**src/sv/bcmc_pkg.sv**
```systemverilog
// ----------------------------------------------------------------------------
// bcmc_pkg
// Shared types and codes for the battery charge mode controller: charge
// modes, off reasons, register indexes and the packed beat layouts.
// ----------------------------------------------------------------------------
`default_nettype none

package bcmc_pkg;

    // charge modes
    typedef enum logic [1:0] {
        MODE_OFF  = 2'd0,
        MODE_SLOW = 2'd1,
        MODE_FAST = 2'd2,
        MODE_NONE = 2'd3
    } mode_t;

    // power source codes
    localparam logic [1:0] SRC_NONE = 2'd0;
    localparam logic [1:0] SRC_BAD  = 2'd3;

    // off reasons
    typedef enum logic [2:0] {
        RSN_CHARGING = 3'd0,
        RSN_OVERTEMP = 3'd1,
        RSN_COOLDOWN = 3'd2,
        RSN_FULL     = 3'd3,
        RSN_TIMEOUT  = 3'd4,
        RSN_OFF      = 3'd5
    } reason_t;

    // register indexes
    localparam logic [2:0] REG_WARM_LIMIT     = 3'd0;
    localparam logic [2:0] REG_HOT_LIMIT      = 3'd1;
    localparam logic [2:0] REG_CRITICAL_LIMIT = 3'd2;
    localparam logic [2:0] REG_HOT_STOP       = 3'd3;
    localparam logic [2:0] REG_HOT_RESUME     = 3'd4;
    localparam logic [2:0] REG_CHARGE_TIMEOUT = 3'd5;
    localparam logic [2:0] REG_FULL_CURRENT   = 3'd6;

    localparam int CFG_INDEX_W = 3;
    localparam int CFG_DATA_W  = 20;

    // register reset values
    localparam logic [11:0] WARM_LIMIT_RST     = 12'd450;
    localparam logic [11:0] HOT_LIMIT_RST      = 12'd500;
    localparam logic [11:0] CRITICAL_LIMIT_RST = 12'd600;
    localparam logic [12:0] HOT_STOP_RST       = 13'd4100;
    localparam logic [12:0] HOT_RESUME_RST     = 13'd3800;
    localparam logic [15:0] CHARGE_TIMEOUT_RST = 16'd3600;
    localparam logic [19:0] FULL_CURRENT_RST   = 20'd5000;

    // fixed thresholds
    localparam logic signed [22:0] CHARGE_SEEN_UA = 23'sd1024;
    localparam logic [6:0]         FULL_LEVEL_MIN = 7'd95;
    localparam logic [6:0]         LEVEL_MAX      = 7'd100;

    // input beat, last member in the lowest bits
    typedef struct packed {
        logic [31:0] now_s;
        logic        over_voltage;
        logic [1:0]  power_source;
        logic [12:0] volt_mv;
        logic [11:0] temp_dc;
        logic [6:0]  level_percent;
        logic [22:0] ibat_ua;
    } in_item_t;

    // result beat, last member in the lowest bits
    typedef struct packed {
        reason_t    off_reason;
        logic [6:0] level_out;
        logic       gauge_reset;
        logic       full_flag;
        logic       mode_changed;
        mode_t      mode_out;
    } out_item_t;

    localparam int IN_ITEM_W  = $bits(in_item_t);
    localparam int OUT_ITEM_W = $bits(out_item_t);
    localparam int IN_DATA_W  = ((IN_ITEM_W + 7) / 8) * 8;
    localparam int OUT_DATA_W = ((OUT_ITEM_W + 7) / 8) * 8;

endpackage

`default_nettype wire

```
**src/sv/battery_charge_mode_controller.sv**
```systemverilog
// ----------------------------------------------------------------------------
// battery_charge_mode_controller
// Picks a charge mode per battery poll from source, temperature, voltage,
// current and time, with full detection, cooldown and charge timeout.
// ----------------------------------------------------------------------------
// Usage: each beat on the s_axis channel is one poll; each poll gives exactly
// one result beat on m_axis with the mode, change flag, full flag, gauge
// reset request, level to report and off reason.
// Path: an accepted poll is held in the input register and its result is
// loaded into the output register when the result stage advances, and
// from there it shows on m_axis.
// Throughput: one poll per cycle; the decision is a single pass of compares
// and muxes plus one 33-bit timeout add between the two registers.
// Stall: when m_axis_tready is low the result holds, the input register
// still takes one more poll, then s_axis_tready drops until the result moves.
// Configuration: cfg channel writes one register per beat, always ready;
// write only while no poll is in flight.
// Reset: registers return to their defaults, no mode applied yet, cooldown
// and low-current history cleared, charge seen time zero, both stages empty.
// ----------------------------------------------------------------------------
`default_nettype none

module battery_charge_mode_controller (
    input  wire logic                               clk,
    input  wire logic                               rst_n,
    // poll input
    input  wire logic                               s_axis_tvalid,
    output logic                                    s_axis_tready,
    // ibat_ua, level_percent, temp_dc, volt_mv, power_source,
    // over_voltage, now_s, zero fill
    input  wire logic [bcmc_pkg::IN_DATA_W-1:0]     s_axis_tdata,
    // result output
    output logic                                    m_axis_tvalid,
    input  wire logic                               m_axis_tready,
    // mode_out, mode_changed, full_flag, gauge_reset, level_out,
    // off_reason, zero fill
    output logic [bcmc_pkg::OUT_DATA_W-1:0]         m_axis_tdata,
    // register write
    input  wire logic                               cfg_valid,
    output logic                                    cfg_ready,
    input  wire logic [bcmc_pkg::CFG_INDEX_W-1:0]   cfg_index,
    input  wire logic [bcmc_pkg::CFG_DATA_W-1:0]    cfg_data
);
    import bcmc_pkg::*;

    // configuration registers
    logic [11:0] warm_limit_reg;
    logic [11:0] hot_limit_reg;
    logic [11:0] critical_limit_reg;
    logic [12:0] hot_stop_reg;
    logic [12:0] hot_resume_reg;
    logic [15:0] charge_timeout_reg;
    logic [19:0] full_current_reg;

    // controller state
    logic        cooling_reg,          cooling_next;
    logic        prev_low_reg,         prev_low_next;
    mode_t       applied_mode_reg,     applied_mode_next;
    logic [31:0] charge_seen_reg,      charge_seen_next;

    // pipeline registers
    logic        in_valid_reg;
    in_item_t    in_item_reg;
    logic        out_valid_reg;
    out_item_t   out_item_reg,         out_item_next;

    logic        advance;

    // decision signals
    logic signed [22:0] curr;
    logic signed [11:0] temp;
    logic [1:0]  source;
    logic        low;
    logic        full;
    logic        hot_event;
    logic        at_critical;
    logic        at_warm;
    logic        cool_mid;
    logic        charge_seen;
    logic [32:0] deadline;
    logic        timed_out;
    mode_t       mode;
    reason_t     reason;

    assign cfg_ready = 1'b1;

    // register writes
    always_ff @(posedge clk or negedge rst_n)
    begin
        if (!rst_n)
        begin
            warm_limit_reg     <= WARM_LIMIT_RST;
            hot_limit_reg      <= HOT_LIMIT_RST;
            critical_limit_reg <= CRITICAL_LIMIT_RST;
            hot_stop_reg       <= HOT_STOP_RST;
            hot_resume_reg     <= HOT_RESUME_RST;
            charge_timeout_reg <= CHARGE_TIMEOUT_RST;
            full_current_reg   <= FULL_CURRENT_RST;
        end
        else if (cfg_valid && cfg_ready)
        begin
            case (cfg_index)
                REG_WARM_LIMIT:     warm_limit_reg     <= cfg_data[11:0];
                REG_HOT_LIMIT:      hot_limit_reg      <= cfg_data[11:0];
                REG_CRITICAL_LIMIT: critical_limit_reg <= cfg_data[11:0];
                REG_HOT_STOP:       hot_stop_reg       <= cfg_data[12:0];
                REG_HOT_RESUME:     hot_resume_reg     <= cfg_data[12:0];
                REG_CHARGE_TIMEOUT: charge_timeout_reg <= cfg_data[15:0];
                REG_FULL_CURRENT:   full_current_reg   <= cfg_data[19:0];
                default:            ;
            endcase
        end
    end

    // handshake: the result stage loads when empty or draining
    assign advance       = in_valid_reg && (!out_valid_reg || m_axis_tready);
    assign s_axis_tready = !in_valid_reg || advance;

    // input register
    always_ff @(posedge clk or negedge rst_n)
    begin
        if (!rst_n)
        begin
            in_valid_reg <= 1'b0;
        end
        else if (s_axis_tready)
        begin
            in_valid_reg <= s_axis_tvalid;
        end
    end

    always_ff @(posedge clk)
    begin
        if (s_axis_tvalid && s_axis_tready)
        begin
            in_item_reg <= in_item_t'(s_axis_tdata[IN_ITEM_W-1:0]);
        end
    end

    // field decode
    assign curr   = $signed(in_item_reg.ibat_ua);
    assign temp   = $signed(in_item_reg.temp_dc);
    assign source = (in_item_reg.power_source == SRC_BAD) ? SRC_NONE
                                                           : in_item_reg.power_source;

    // threshold compares
    assign low         = !curr[22] &&
                         ({1'b0, in_item_reg.ibat_ua[21:0]} < {3'b000, full_current_reg});
    assign full        = low && prev_low_reg &&
                         (in_item_reg.level_percent > FULL_LEVEL_MIN) && (source != SRC_NONE);
    assign hot_event   = (temp >= $signed(hot_limit_reg)) || in_item_reg.over_voltage;
    assign at_critical = temp >= $signed(critical_limit_reg);
    assign at_warm     = temp >= $signed(warm_limit_reg);
    assign charge_seen = curr > CHARGE_SEEN_UA;
    assign deadline    = {1'b0, charge_seen_reg} + {17'd0, charge_timeout_reg};
    assign timed_out   = !charge_seen && (applied_mode_reg != MODE_OFF) &&
                         ({1'b0, in_item_reg.now_s} > deadline);

    // cooldown flag after the hot check, before the resume check
    assign cool_mid = cooling_reg || (hot_event && (in_item_reg.volt_mv >= hot_stop_reg));

    // mode selection in priority order
    always_comb
    begin
        mode         = mode_t'(source);
        cooling_next = cool_mid;
        if (full)
        begin
            mode = MODE_OFF;
        end
        if (hot_event && at_critical)
        begin
            mode = MODE_OFF;
        end
        if (at_warm && (mode == MODE_FAST))
        begin
            mode = MODE_SLOW;
        end
        if (cool_mid)
        begin
            if (!at_warm || (in_item_reg.volt_mv <= hot_resume_reg))
            begin
                cooling_next = 1'b0;
            end
            else
            begin
                mode = MODE_OFF;
            end
        end
        if (timed_out || (source == SRC_NONE))
        begin
            mode = MODE_OFF;
        end
    end

    // off reason
    always_comb
    begin
        if (mode != MODE_OFF)
        begin
            reason = RSN_CHARGING;
        end
        else if (at_critical)
        begin
            reason = RSN_OVERTEMP;
        end
        else if (cooling_next)
        begin
            reason = RSN_COOLDOWN;
        end
        else if (full)
        begin
            reason = RSN_FULL;
        end
        else if (timed_out)
        begin
            reason = RSN_TIMEOUT;
        end
        else
        begin
            reason = RSN_OFF;
        end
    end

    // next state and result
    always_comb
    begin
        prev_low_next     = low;
        applied_mode_next = mode;
        charge_seen_next  = charge_seen_reg;
        if (charge_seen || ((applied_mode_reg != mode) && (mode != MODE_OFF)))
        begin
            charge_seen_next = in_item_reg.now_s;
        end

        out_item_next.mode_out     = mode;
        out_item_next.mode_changed = applied_mode_reg != mode;
        out_item_next.full_flag    = full;
        out_item_next.gauge_reset  = full;
        out_item_next.level_out    = (full || (in_item_reg.level_percent > LEVEL_MAX))
                                     ? LEVEL_MAX : in_item_reg.level_percent;
        out_item_next.off_reason   = reason;
    end

    // state update, one poll per advance
    always_ff @(posedge clk or negedge rst_n)
    begin
        if (!rst_n)
        begin
            cooling_reg      <= 1'b0;
            prev_low_reg     <= 1'b0;
            applied_mode_reg <= MODE_NONE;
            charge_seen_reg  <= 32'd0;
        end
        else if (advance)
        begin
            cooling_reg      <= cooling_next;
            prev_low_reg     <= prev_low_next;
            applied_mode_reg <= applied_mode_next;
            charge_seen_reg  <= charge_seen_next;
        end
    end

    // result register
    always_ff @(posedge clk or negedge rst_n)
    begin
        if (!rst_n)
        begin
            out_valid_reg <= 1'b0;
        end
        else if (!out_valid_reg || m_axis_tready)
        begin
            out_valid_reg <= in_valid_reg;
        end
    end

    always_ff @(posedge clk)
    begin
        if (advance)
        begin
            out_item_reg <= out_item_next;
        end
    end

    assign m_axis_tvalid = out_valid_reg;
    assign m_axis_tdata  = {{(OUT_DATA_W - OUT_ITEM_W){1'b0}}, out_item_reg};

`ifndef NO_ASSERTIONS
    // a delivered result never carries the no-mode-yet code
    assert property (@(posedge clk) disable iff (!rst_n)
        m_axis_tvalid |-> (out_item_reg.mode_out != MODE_NONE))
        else $error("result mode is the unapplied code");

    // the reason is charging exactly when a charge mode is chosen
    assert property (@(posedge clk) disable iff (!rst_n)
        m_axis_tvalid |->
            ((out_item_reg.mode_out == MODE_OFF) == (out_item_reg.off_reason != RSN_CHARGING)))
        else $error("off reason disagrees with mode");

    // full detection turns charging off and reports a full level
    assert property (@(posedge clk) disable iff (!rst_n)
        (m_axis_tvalid && out_item_reg.full_flag) |->
            ((out_item_reg.mode_out == MODE_OFF) && (out_item_reg.level_out == LEVEL_MAX)
             && out_item_reg.gauge_reset))
        else $error("full result is not off at full level");

    // applied mode follows the last decision loaded into the result register
    assert property (@(posedge clk) disable iff (!rst_n)
        advance |=> (applied_mode_reg == out_item_reg.mode_out))
        else $error("applied mode out of step with result");
`endif

endmodule

`default_nettype wire
```
**config.mk**
```make
export PLATFORM = sky130hd
export DESIGN_NAME = battery_charge_mode_controller
export DESIGN_NICKNAME = d
export VERILOG_FILES = /design/src/sv/bcmc_pkg.sv /design/src/sv/battery_charge_mode_controller.sv
export SDC_FILE = /design/constraint.sdc
export NUM_CORES = 1
export LEC_CHECK = 0
export BUFFER_PORTS_ARGS = -buffer_cell sky130_fd_sc_hd__buf_2
export CORE_MARGIN = 2
export CORE_UTILIZATION = 45
export CTS_CLUSTER_SIZE = 20
export DETAILED_ROUTE_END_ITERATION = 10
export GPL_ROUTABILITY_DRIVEN = 0
export PLACE_DENSITY = 0.67
export SYNTH_ARGS = -nofsm -noshare
export SYNTH_HDL_FRONTEND = slang
export SYNTH_SLANG_ARGS = --single-unit
```
**constraint.sdc**
```tcl
create_clock -name clk -period 4.2 [get_ports clk]
set_input_delay 0 -clock clk [delete_from_list [all_inputs] [get_ports clk]]
set_output_delay 0 -clock clk [all_outputs]
set_load 0.01 [all_outputs]
```
==> summary.md, run 1 <==
| Metric | Value |
|---|---|
| Placed Area | approximately 15000 sq um |
| Worst-path clk slew | 60 ps |
| Final min period | 4300 ps |
| Critical Path Most Common Cell | buf_4 |
| Via count | 10600 |
| Initial antenna violation count | 1 |
| Largest net degree at the start of global routing | 106 |
| Post-Syn Nets | 1504 |
| Slowest CP cell | dfrtp_1 |
| Seq cells post-synth | 240 |
| Hold WC Path Type | in2reg |
| Area grow syn2layout | 28.9% |
| Yosys warns | 0 |
| Netlist cell types | 76 |
| Critical Path Sink Type | flop |
| Worst EP required | around 4600 ps |
| # setup viols final | 36 |
| Largest family of logic cells by synthesized area | compound AO/OA/AOI/OAI gates |
| Cell family with most CP delay | compound AO/OA/AOI/OAI gates |
| Initial Utilization | 45.9% |
| Die W | 178 microns |
| Buffers on Ports | around 130 |
| Critical Path Start | charge_seen_reg[0] |
| Post-DP HPWL | 22.9 mm |
| Critical R2R Launch | charge_seen_reg[0] |
| Vias in the first global route | 10700 |
| Simple-Gate Fraction of Synth Area | around an eighth |
| Iteration-0 DRC Markers | between 700 and 800 |
| FFs w/ async S/R, synth | 56.7% |
| Tcrit/Tclk final | 102% |
| Worst slew margin | 14.7% |
| DRC errors left | 0 |
| Number of flip-flops in the largest register | 55 |
| Status | finished, violations left |
| Synthesized area per cell | 10.9 sq um |
| Fillers | 2420 |
| Pleak | between 7 and 8 nW |
| Unrepaired setup endpoints after global routing | yes |
| Num CTS Buffers | 27 |
| Clock latency at the later pin of the worst-skew pair | roughly 540 ps |
| Clock Tree Buf Depth | 3 |
| Synth Area in XOR/XNOR | 1.93% |
| Violated checks | negative setup slack |
| Cell count after synthesis | 1248 |
| DR pass1 iterations | 5 |
| Antenna diodes | 0 |
| Post-synth EDFFs | 104 |
| WL/cell | ~18 microns |
| Share of cells above drive strength 1 | 29.6% |
| Fin area | between 15000 and 20000 sq um |
| First-pass GRT wire length | 55.8 mm |
| HP Start | cfg_index[0] |
| Htree depth | 1 |
| Setup TNS | -2340 ps |
| ANT nets after route | 0 |
| CTS tree | yes |
| Worst path arrival time | 4720 ps |
| CP Max Fanout | 13 |
| Max Slew Vio Count | 0 |
| IO Count | about 140 |
| Row count | 63 |
| Multiplexer area fraction after synthesis | ~4.4% |
| Vert. Die Dim | 178 microns |
| Synth Area in Adders | between 10% and 20% |
| Pwr per Cell Area | approximately 530 nW/um^2 |
| GRT Overall Usage | 22.4% |
| Setup Skew | 20.3 ps |
| Via density | 5.41 |
| Top FF cell, synth | edfxtp_1 |
| Worst slew pin tran | 1270 ps |
| Startpoint types | flop |
| Largest vdd supply drop | 321 uV |
| Root Buffer Master | clkbuf_16 |
| Worst Path Buf+Inv | 3 |
| F_max | ~230 MHz |
| Final Hold Viols | 0 |
| Final nets | 1808 |
| Grt ovf | 0 |
| Post-synthesis cell area | ~14000 sq um |
| Max cap viols | 0 |
| Synth Area in Compound Gates | 15.4% |
| Crit-path cells | ha_2, fa_2, a211oi_4, o211ai_1, a221oi_4, o22ai_4, nand2_2, xor2_1, ha_1, a211oi_2, nor2_2, a2111oi_4, nand4_1, a21oi_2, buf_4, o31ai_4, nor2_4, buf_4, buf_12, o211ai_2 |
| CP max stage delay | between 300 and 400 ps |
| Path type of the worst setup path | reg2reg |
| CTS sink count | 240 |
| Worst Setup Slack, final | -101 ps |
| Core area | 29700 sq um |
| Routed WL | 34.9 mm |
| Post-synthesis sequential area ratio | 48.2% |
| DIE AREA | around 32000 sq um |
area by class of cell:
cell class	count	area, sq um	area share (%)
Timing Repair Buffer	329	2520	14.3
Inverter	98	368	2.09
Tap cell	390	488	2.78
Multi-Input combinational cell	856	6770	38.5
Clock inverter	11	130	0.740
Clock buffer	38	737	4.19
Sequential cell	240	6570	37.4
logic make-up (layout without fill, tap and decap cells):
logic type               Yosys count  in the layout
flip-flops                       240            240
AO/OA/AOI/OAI                    270            270
multiplexers                      53             53
adder cells (fa/ha/maj)          132            132
XOR/XNOR                          30             30
buffers and inverters            152            476
AND/OR/NAND/NOR                  369            369
other                              2              2
repair_timing:
action,in CTS,in global routing
gates cloned,4,0
endpoints found under the hold margin,265,0
hold buffers,116,0
endpoints found under the setup margin,39,39
gates resized for setup,44,28
setup buffers,18,8
pin swaps,29,50
tightest hold or removal path, stage by stage:
cell and delay [ps]:
buf_2 160, nor3_2 60, buf_4 200, nand2_1 80, o21ai_0 70
layout by cell type (no fill, tap or decap), types with 8 or more instances in the layout:
master,netlist,routed
a21o_1,14,14
buf_6,7,11
dlygate4sd3_1,0,116
buf_2,4,134
o211ai_2,29,29
and2_1,10,8
a21oi_1,39,35
o21ai_0,81,76
dfstp_2,34,34
nand4_1,18,18
dfrtp_1,102,102
nor3_1,12,8
and3_1,35,35
buf_4,3,65
edfxtp_1,104,104
mux2_2,53,53
clkbuf_1,36,9
nand2_1,174,172
nand3_2,0,14
inv_1,97,97
o221a_2,31,31
clkbuf_16,0,27
nor2_1,22,21
a211oi_1,10,8
xor2_1,22,22
nand2b_1,13,13
nand3_1,47,33
ha_1,131,127
synth_stat cells (all sizes together), types with 5 or more instances:
| cell | instances | area [sq um] |
|---|---|---|
| dfstp | 34 | 893 |
| a211oi | 14 | 133 |
| xor2 | 22 | 193 |
| and3 | 36 | 230 |
| ha | 131 | 1640 |
| nor2b | 7 | 43.8 |
| o31ai | 5 | 42.5 |
| o21ai | 84 | 424 |
| clkbuf | 36 | 135 |
| inv | 98 | 368 |
| nor3 | 12 | 60.1 |
| and2 | 10 | 62.6 |
| and4 | 8 | 70.1 |
| dfrtp | 102 | 2550 |
| a21oi | 39 | 195 |
| nand4 | 18 | 113 |
| nand3 | 47 | 235 |
| edfxtp | 104 | 3120 |
| nand2 | 174 | 653 |
| o21bai | 5 | 37.5 |
| buf | 18 | 136 |
| nor2 | 23 | 88.8 |
| nand2b | 13 | 81.3 |
| o221a | 31 | 349 |
| mux2 | 53 | 597 |
| a21o | 14 | 105 |
| a31oi | 6 | 37.5 |
| o211ai | 34 | 400 |
| a2111oi | 6 | 58.8 |
| xnor2 | 8 | 70.1 |
final timing paths:
kind	endpoint	slack (ps)	depth (start not counted)
worst max-delay path	charge_seen_reg[21]	-100	20
max in group asynchronous	charge_timeout_reg[10]	2910	3
worst max register to register	charge_seen_reg[21]	-100	20
worst min register to register	m_axis_tvalid	490	1
worst min-delay path	hot_resume_reg[3]	50	5
min in group asynchronous	hot_limit_reg[3]	180	2
routing by layer:
layer | routed length, microns | vias to the layer above | global-route usage, %
li1 | - | 5178 | -
met1 | 15500 | 5083 | 30.2
met2 | 16700 | 302 | 37.8
met3 | 1880 | 55 | 3.20
met4 | 792 | 2 | 6.32
met5 | 13 | - | 0
stage by stage:
step | instances | worst slack, ps | util, % | power, mW | hold slack (ps)
5_1_grt | 1962 | -308 | 59.1 | 9.88 | 72.2
3_3_place_gp | 1769 | -159 | 50.4 | 6.29 | 176
4_1_cts | 1956 | -96.7 | 58.5 | 9.13 | 28.1
2_1_floorplan | 1248 | 46.9 | - | 5.41 | -296
3_5_place_dp | 1769 | -350 | 50.4 | 6.39 | 178
6_report | 1962 | -101 | 59.1 | 9.26 | 54.5
power breakdown:
group,total (mW),switching [mW],internal (mW),leakage [nW]
Sequential,3.21,0.303,2.91,2.54
Clock,2.35,0.953,1.40,0.419
Combinational,3.69,1.88,1.80,4.64
Total,9.26,3.14,6.11,7.59
No activity file was read; power rests on OpenSTA's default activity.
==> run 2, diff against run 1 <==
- CORE_UTILIZATION: 45 -> 27
- PLACE_DENSITY: 0.67 -> 0.45
==> summary.md, run 2 (synthesized netlist as in run 1, its figures left out) <==
| Metric | Value |
|---|---|
| CP Max Fanout | 7 |
| First-pass GRT wire length | slightly above 60 mm |
| DR pass1 iterations | 5 |
| Grt ovf | 0 |
| Tcrit/Tclk final | 103% |
| CP Capture Point | charge_seen_reg[17] |
| Largest vdd supply drop | 320 uV |
| Row count | 82 |
| Final nets | 1814 |
| Placed Area | ~15000 sq um |
| Hold WC Path Type | in2async |
| Worst Path Buf+Inv | 4 |
| CP max stage delay | 380 ps |
| Final min period | 4310 ps |
| Worst-path clk slew | 60 ps |
| Clock latency at the later pin of the worst-skew pair | 570 ps |
| Area grow syn2layout | 32.7% |
| Iteration-0 DRC Markers | 510 |
| CTS tree | yes |
| Unrepaired setup endpoints after global routing | yes |
| Worst R2R End | charge_seen_reg[17] |
| Initial antenna violation count | 0 |
| Vias in the first global route | 10900 |
| DIE AREA | roughly 52000 sq um |
| Core area | 50000 sq um |
| Antenna diodes | 0 |
| Setup Skew | between 10 and 15 ps |
| Reg2Reg Depth | 20 |
| Status | finished, violations left |
| DRC errors left | 0 |
| Commonest non-fill, non-tap cells in the layout | nand2_1, buf_2, ha_1, dlygate4sd3_1, edfxtp_1 |
| # setup viols final | 32 |
| Slowest CP cell | dfrtp_1 |
| Power consumption | 9.52 mW |
| Share of cells above drive strength 1 | 29.3% |
| Startpoint types | flop |
| Htree depth | 1 |
| Worst slew margin | 27.7% |
| Die W | 229 microns |
| Critical Path Sink Type | flop |
| Via count | 10500 |
| Cell family with most CP delay | compound AO/OA/AOI/OAI gates |
| Fin area | 18100 sq um |
| Worst path arrival time | 4760 ps |
| WL/cell | 17.7 microns |
| Via density | between 4 and 5 |
| F_max | 232 MHz |
| Worst slew pin tran | 1080 ps |
| Vert. Die Dim | 229 microns |
| Critical Path Start | charge_seen_reg[0] |
| Commonest non-fill, non-tap cell in the layout | nand2_1 |
| Initial Utilization | 27.3% |
| Final Hold Viols | 0 |
| Routed WL | 39.8 mm |
| GRT Overall Usage | roughly 15% |
| Violated checks | negative setup slack |
| Pleak | 7.67 nW |
| Max Slew Vio Count | 0 |
| CTS sink count | 240 |
| Largest net degree at the start of global routing | 74 |
| Post-Place Cells | 2061 |
| Path type of the worst setup path | reg2reg |
| IO Count | 143 |
| Pwr per Cell Area | 526 nW/um^2 |
| Critical R2R Launch | charge_seen_reg[0] |
| Worst R2R Setup Slack | -110 ps |
| Clock Tree Buf Depth | 3 |
| Crit-path cells | ha_2, fa_2, a211oi_2, o211ai_1, a221oi_4, o22ai_4, buf_6, nand3_2, xor2_1, ha_1, a21o_1, a2111oi_4, nand4_1, a21oi_2, buf_4, o31ai_4, nor2_4, buf_12, clkbuf_16, o211ai_2 |
| Num CTS Buffers | 30 |
| Max cap viols | 0 |
| ANT nets after route | 0 |
| Crit path depth | 20 |
| Root Buffer Master | clkbuf_16 |
| Number of flip-flops in the largest register | 55 |
| Buffers on Ports | roughly 130 |
| Worst EP required | 4640 ps |
| Layout Cells excl Fill | 2254 |
| Worst Setup Slack, final | -114 ps |
| Post-DP HPWL | 26.7 mm |
[run 2: cell types whose count changed in the layout (fill, tap and decap cells not counted), moves of 2 or more]
cell           previous run  this run
clkbuf_16                27        34
clkinv_2                  1         8
buf_12                    1         6
buf_6                    11         7
dlygate4sd3_1           116       120
buf_4                    65        62
clkbuf_8                  2         0
inv_4                     2         0
o21ai_0                  76        78
[run 2: per-stage QoR]
step | setup WS [ps] | TNS (ps) | hold slack (ps) | utilization, %
after floorplan | 46.9 | 0 | -296 | -
after global placement | -302 | -10870 | 48.7 | 30.9
after detailed placement | -421 | -15140 | 62.7 | 30.9
after CTS | -99.1 | -2530 | 15.9 | 35.7
after global routing | -332 | -10920 | 66.1 | 36.2
final | -114 | -2560 | 21.3 | 36.2
[run 2: timing repair]
action	in CTS	in global routing
hold buffers	120	0
endpoints found under the hold margin	251	0
gates resized for setup	19	33
pin swaps	15	51
setup endpoints to repair	39	39
cloned	2	2
setup buffers	9	4
[run 2: metal layers]
metal | GRT usage (%) | share of wire [%] | vias to the layer above
met5 | 0 | 0 | -
met4 | 3.86 | 1.9 | 0
met3 | 1.93 | 3.6 | 44
met1 | 19.8 | 46 | 5113
li1 | - | - | 5182
met2 | 26.0 | 48 | 188
[run 2: report_power, final]
group	internal [mW]	leakage, nW	switching (mW)	total, mW
combinational	1.81	4.64	1.89	3.70
sequential	2.91	2.54	0.307	3.22
clock	1.56	0.485	1.04	2.60
total	6.29	7.67	3.24	9.52
[run 2: cell type report]
type	count	area, sq um
Multi-Input combinational cell	856	6700
Sequential cell	240	6570
Inverter	98	368
Fill cell	4932	31900
Clock buffer	41	835
Clock inverter	15	145
Timing Repair Buffer	332	2640
Tap cell	672	841
[run 2: worst reg2reg max path, delay by kind of cell, from the launching register on]
family / cells / cell delay (ps)
buffers and inverters: 4 / 640
AND/OR/NAND/NOR: 3 / 390
adder cells (fa/ha/maj): 3 / 840
XOR/XNOR: 1 / 160
flip-flops: 1 / 380
AO/OA/AOI/OAI: 9 / 1790
[run 2: how the worst min path moves through the flow]
stage	start	endpoint	slack, ps
2_1_floorplan	rst_n	charge_seen_reg[0]	-300
3_3_place_gp	rst_n	hot_limit_reg[3]	50
3_5_place_dp	rst_n	hot_limit_reg[3]	60
4_1_cts	rst_n	hot_limit_reg[0]	20
5_1_grt	rst_n	hot_limit_reg[0]	70
6_report	rst_n	hot_limit_reg[3]	20
